## config.mk

```make
export PLATFORM = sky130hd
export DESIGN_NAME = jics_queue
export DESIGN_NICKNAME = d
export VERILOG_FILES = /design/src/hw/rtl/jics_pkg.sv /design/src/hw/rtl/jics_queue.sv
export SDC_FILE = /design/constraint.sdc
export NUM_CORES = 1
export LEC_CHECK = 0
export BUFFER_PORTS_ARGS = -buffer_cell sky130_fd_sc_hd__buf_2
export CORE_MARGIN = 5
export CORE_UTILIZATION = 40
export DETAILED_ROUTE_END_ITERATION = 7
export GPL_TIMING_DRIVEN = 0
export SYNTH_ARGS = -nofsm -noshare
export SYNTH_HDL_FRONTEND = slang
export SYNTH_SLANG_ARGS = --single-unit
```

## constraint.sdc

```tcl
create_clock -name clk -period 14.3 [get_ports clk]
set_input_delay 1.43 -clock clk [delete_from_list [all_inputs] [get_ports clk]]
set_output_delay 1.43 -clock clk [all_outputs]
set_load 0.01 [all_outputs]
```

## src/hw/rtl/jics_pkg.sv

```systemverilog
// Types, constants and helpers of the JPEG ICC segment extractor
`timescale 1ns / 1ps
package jics_pkg;
  localparam int MAX_PIECES_DEF = 256;
  localparam int QDEPTH = 4;
  localparam logic [24:0] MAX_BYTES_RST = 25'h1000000;

  localparam logic [7:0] B_FF = 8'hff;
  localparam logic [7:0] B_SOI = 8'hd8;
  localparam logic [7:0] B_EOI = 8'hd9;
  localparam logic [7:0] B_SOS = 8'hda;
  localparam logic [7:0] B_TEM = 8'h01;
  localparam logic [7:0] B_RST0 = 8'hd0;
  localparam logic [7:0] B_RST7 = 8'hd7;
  localparam logic [7:0] B_APP2 = 8'he2;

  localparam logic KIND_PAYLOAD = 1'b0;
  localparam logic KIND_STATUS = 1'b1;

  localparam logic [2:0] ST_NOT_JPEG = 3'd0;
  localparam logic [2:0] ST_NO_ICC = 3'd1;
  localparam logic [2:0] ST_INCOMPLETE = 3'd2;
  localparam logic [2:0] ST_COMPLETE = 3'd3;
  localparam logic [2:0] ST_TOO_LARGE = 3'd4;

  typedef enum logic [6:0] {
    PH_START1 = 7'b0000001,
    PH_START2 = 7'b0000010,
    PH_SCAN   = 7'b0000100,
    PH_MARK   = 7'b0001000,
    PH_LEN_HI = 7'b0010000,
    PH_LEN_LO = 7'b0100000,
    PH_BODY   = 7'b1000000
  } phase_t;

  typedef struct packed {
    logic        kind;
    logic [7:0]  payload;
    logic [7:0]  seq;
    logic [7:0]  cnt;
    logic [2:0]  status;
    logic        adv;
    logic [23:0] len;
    logic        trunc;
    logic        last;
  } entry_t;

  typedef struct packed {
    logic [1:0] n;
    entry_t     e0;
    entry_t     e1;
  } push_t;

  function automatic logic [7:0] sig_byte(input logic [3:0] i);
    case (i)
      4'd0: sig_byte = 8'h49;
      4'd1: sig_byte = 8'h43;
      4'd2: sig_byte = 8'h43;
      4'd3: sig_byte = 8'h5f;
      4'd4: sig_byte = 8'h50;
      4'd5: sig_byte = 8'h52;
      4'd6: sig_byte = 8'h4f;
      4'd7: sig_byte = 8'h46;
      4'd8: sig_byte = 8'h49;
      4'd9: sig_byte = 8'h4c;
      4'd10: sig_byte = 8'h45;
      default: sig_byte = 8'h00;
    endcase
  endfunction
endpackage

```

## src/hw/rtl/jics_queue.sv

```systemverilog
// Result queue between parser and output: up to two pushes and up to one pop per cycle
`timescale 1ns / 1ps
module jics_queue (
  input  logic             clk,
  input  logic             rst_n,
  input  jics_pkg::push_t  push,
  output logic             space_ok,
  output logic             out_valid,
  input  logic             out_ready,
  output jics_pkg::entry_t head
);
  localparam int PW = $clog2(jics_pkg::QDEPTH);
  localparam int CW = $clog2(jics_pkg::QDEPTH + 1);

  jics_pkg::entry_t q_r [jics_pkg::QDEPTH];
  logic [PW-1:0] wptr_r, wptr_nxt, rptr_r, rptr_nxt, wptr1;
  logic [CW-1:0] count_r, count_nxt;
  logic pop;

  assign pop = out_valid & out_ready;
  assign out_valid = (count_r != '0);
  assign head = q_r[rptr_r];
  // room for two beats keeps a byte that yields two results from stalling
  assign space_ok = (count_r <= CW'(jics_pkg::QDEPTH - 2));
  assign wptr1 = wptr_r + PW'(1);

  always_comb begin
    wptr_nxt = wptr_r + PW'(push.n);
    rptr_nxt = pop ? rptr_r + PW'(1) : rptr_r;
    count_nxt = count_r + CW'(push.n) - CW'(pop);
  end

  always_ff @(posedge clk) begin
    if (push.n != 2'd0) q_r[wptr_r] <= push.e0;
    if (push.n == 2'd2) q_r[wptr1] <= push.e1;
  end

  always_ff @(posedge clk) begin
    if (!rst_n) begin
      wptr_r <= '0; rptr_r <= '0; count_r <= '0;
    end else begin
      wptr_r <= wptr_nxt; rptr_r <= rptr_nxt; count_r <= count_nxt;
    end
  end
endmodule

```

==> metrics.md <==
| Metric | Value |
|---|---|
| Sw Pwr | 0.5101 mW |
| IO Count | 172 |
| Min Tclk post-route | 4.080 ns |
| Max clock buf depth | 3 |
| CTS sink cnt | 229 |
| Top post-synthesis cells by count | 220 x edfxtp_1, 217 x mux2_2, 55 x mux4_2, 15 x buf_2, 10 x buf_6 |
| Root Buffer | clkbuf_16 |
| Hold WS | 0.4837 ns |
| Clk_skew | 0.008132 ns |
| Post-synth EDFFs | 220 |
| Num CTS Buffers | 25 |
| Seq pwr share | 44.3% |
| Worst Path Arrival | 2.65 ns |
| Final setup violation count | 0 |
| Final setup TNS | 0 ns |
| Register area share after synthesis | 61.20% |
| Post-synth top area share | 59.57% |
| Status | finished clean |
| Initial antenna violation count | 3 |
| First-pass GRT wire length | 40.20 mm |
| Design Power | 1.908 mW |
| Max Cap Viol | 0 |
| DRC violations left | 0 |
| RSZ-0062 raised after global routing | false |
| Ys Warns | 0 |
| Largest net degree at the start of global routing | 25 |
| Initial core utilization | 40.25% |
| Initial drt markers | 233 |
| Worst slew margin | 47.83% |
| Cell mode on critical path | clkbuf_1 |
| CP delay by family, top | buffers and inverters |
| Number of buffers and inverters on the critical path | 3 |
| Core Box Area | 27550 sq um |
| CP max-delay cell | clkbuf_1 |
| Comb power frac | 24.8% |
| Cell area after synthesis | 11090 sq um |
| Peak supply drop | 83.27 uV |
| Worst Hold Class | flop to flop |
| Ys async rst share | 0% |
| Cell-internal power | 1.398 mW |
| Largest cells by area after synthesis | edfxtp_1 60%, mux2_2 22%, mux4_2 11% |
| Synth Register Bits | 229 |
| Clock power share | 30.9% |
| Proportion of layout cells with a drive suffix above 1 | 65.04% |
| Total track usage | 16.76% |
| F_max | 245.1 MHz |
| Die span in y | 176.5 um |
| Fin crit share | 28.53% |
| CP Launch Type | flop |
| Largest area contributor in the netlist | edfxtp_1 |
| Crit-path cells | clkbuf_1, clkbuf_1, mux4_2, buf_2 |
| Reg clk slew, reported paths | 0.06 ns |
| Max Slew Vio Count | 0 |
| Sw frac | 26.74% |
| LEAKAGE | 4.711 nW |
| Syn Nets | 701 |
| Final core utilization | 48.62% |
| Critical Path End Type | output port |
| Number of core rows | 61 |
| Chip width | 176.5 um |
| Number of global-route vias before repair | 6964 |
| CP peak stage delay | 0.64 ns |
| GPL Wtd Cong | 0.7232 |
| Worst-Margin Slew | 0.7825 ns |
| PortBufs | 170 |
| Post-CTS sizing | 0 |
| Routed len/inst | 22.54 um |
| Ys flop type | edfxtp_1 |
| Clk_lat worst skew | 0.51 ns |
| Final hold vios | 0 |
| TritonCTS clock tree | yes |
| Most common cell in the synthesized netlist | edfxtp_1 |
| Via Count | 6233 |
| Via/cell ratio | 5.282 |
| Setup Buffers After CTS | 0 |
| Critical path class | flop to output port |
| Synth cell types | 29 |
| Syn Inst Count | 581 |
| Final ANT Viol Nets | 0 |
| Filler instances | 2347 |
| P&R area growth vs syn | 20.81% |
| Post-CTS Hold Fix Bufs | 0 |
| Drt total wl | 26.60 mm |
| Max FO, Critical Path | 10 |
| Syn Area/Cell | 19.09 sq um |
| DR pass1 iterations | 4 |
| Final #Nets | 907 |
| Critical Path RT | 12.87 ns |
| Pwr dens | 142.4 nW/um^2 |
| Htree depth | 1 |
| Congestion Overflow GR | 0 |
| Hpwl dp | 17.86 mm |
| Die Area | 31150 sq um |
[power by group through the flow]
stage / sequential, mW / combinational, mW / clock (mW)
final: 0.845 / 0.474 / 0.589
after global routing: 0.851 / 0.512 / 0.630
after CTS: 0.846 / 0.487 / 0.600
after detailed placement: 0.860 / 0.485 / 0
after global placement: 0.870 / 0.451 / 0
after floorplan: 0.859 / 0.295 / 0
[registers in the layout, indices dropped and copies added (netlist names), named ones only]
name	count
count_r	3
q_r	220
rptr_r	2
wptr_r	2
[cell type report]
cell class                      count  area [sq um]  share of cell area, %
Sequential cell                   229          6787                  50.66
Multi-Input combinational cell    308          4059                  30.30
Timing Repair Buffer              179          1061                  7.920
Clock buffer                       30         644.4                  4.810
Tap cell                          378         473.0                  3.530
Buffer                             37         255.2                  1.905
Clock inverter                     11         88.84                 0.6631
Inverter                            7         26.28                 0.1961
Antenna cell                        1         2.502                0.01868
[worst register-to-register path, stage by stage (launching register included)]
cell,delay (ns)
dfxtp_1,0.42
and4bb_1,0.33
buf_2,0.33
buf_4,0.30
o21bai_4,0.37
buf_12,0.28
[per-layer routing]
layer,GRT usage [%],vias to the layer above,wire (um)
li1,-,2799,-
met1,20.92,3244,10670
met2,30.45,154,14260
met3,3.105,32,1306
met4,3.643,4,344
met5,0,-,21
[placed cells by master (no fill, tap or decap), drive strengths merged, types with 4 or more instances in the layout]
cell | synthesis | routed
mux2i | 4 | 4
mux4 | 55 | 55
edfxtp | 220 | 220
clkinv | 0 | 7
mux2 | 220 | 220
dfxtp | 9 | 9
inv | 7 | 7
ha | 4 | 4
buf | 31 | 210
clkbuf | 6 | 36
[stage by stage]
step / instances / area, sq um / worst slack [ns]
floorplan: 581 / 11090 / 8.211
CTS: 1179 / 13390 / 10.16
global placement: 1129 / 12410 / 4.191
detailed placement: 1138 / 12660 / 10.71
finish: 1180 / 13400 / 10.22
global route: 1180 / 13400 / 10.11
[final timing paths]
path | start | to | slack, ns | cells after the start
setup reg to reg | wptr_r[1] | q_r[2][27] | 11.94 | 5
setup / recovery | flop | head[27] | 10.22 | 4
hold reg to reg | rptr_r[1] | rptr_r[1] | 0.48 | 2
hold / removal | rptr_r[1] | rptr_r[1] | 0.48 | 2
[kinds of logic (layout without fill, tap and decap cells)]
family          count (synthesis)  in the layout  synth area share, %
fa+ha+maj                       5              5               0.6319
other cells                     0              1                    0
xor+xnor                        2              2               0.4062
flops                         229            229                61.20
mux                           279            279                33.87
buf+inv                        44            264                2.539
compound gates                  6              6               0.3835
simple gates                   16             16               0.9704
No activity file was read; power rests on OpenSTA's default activity.
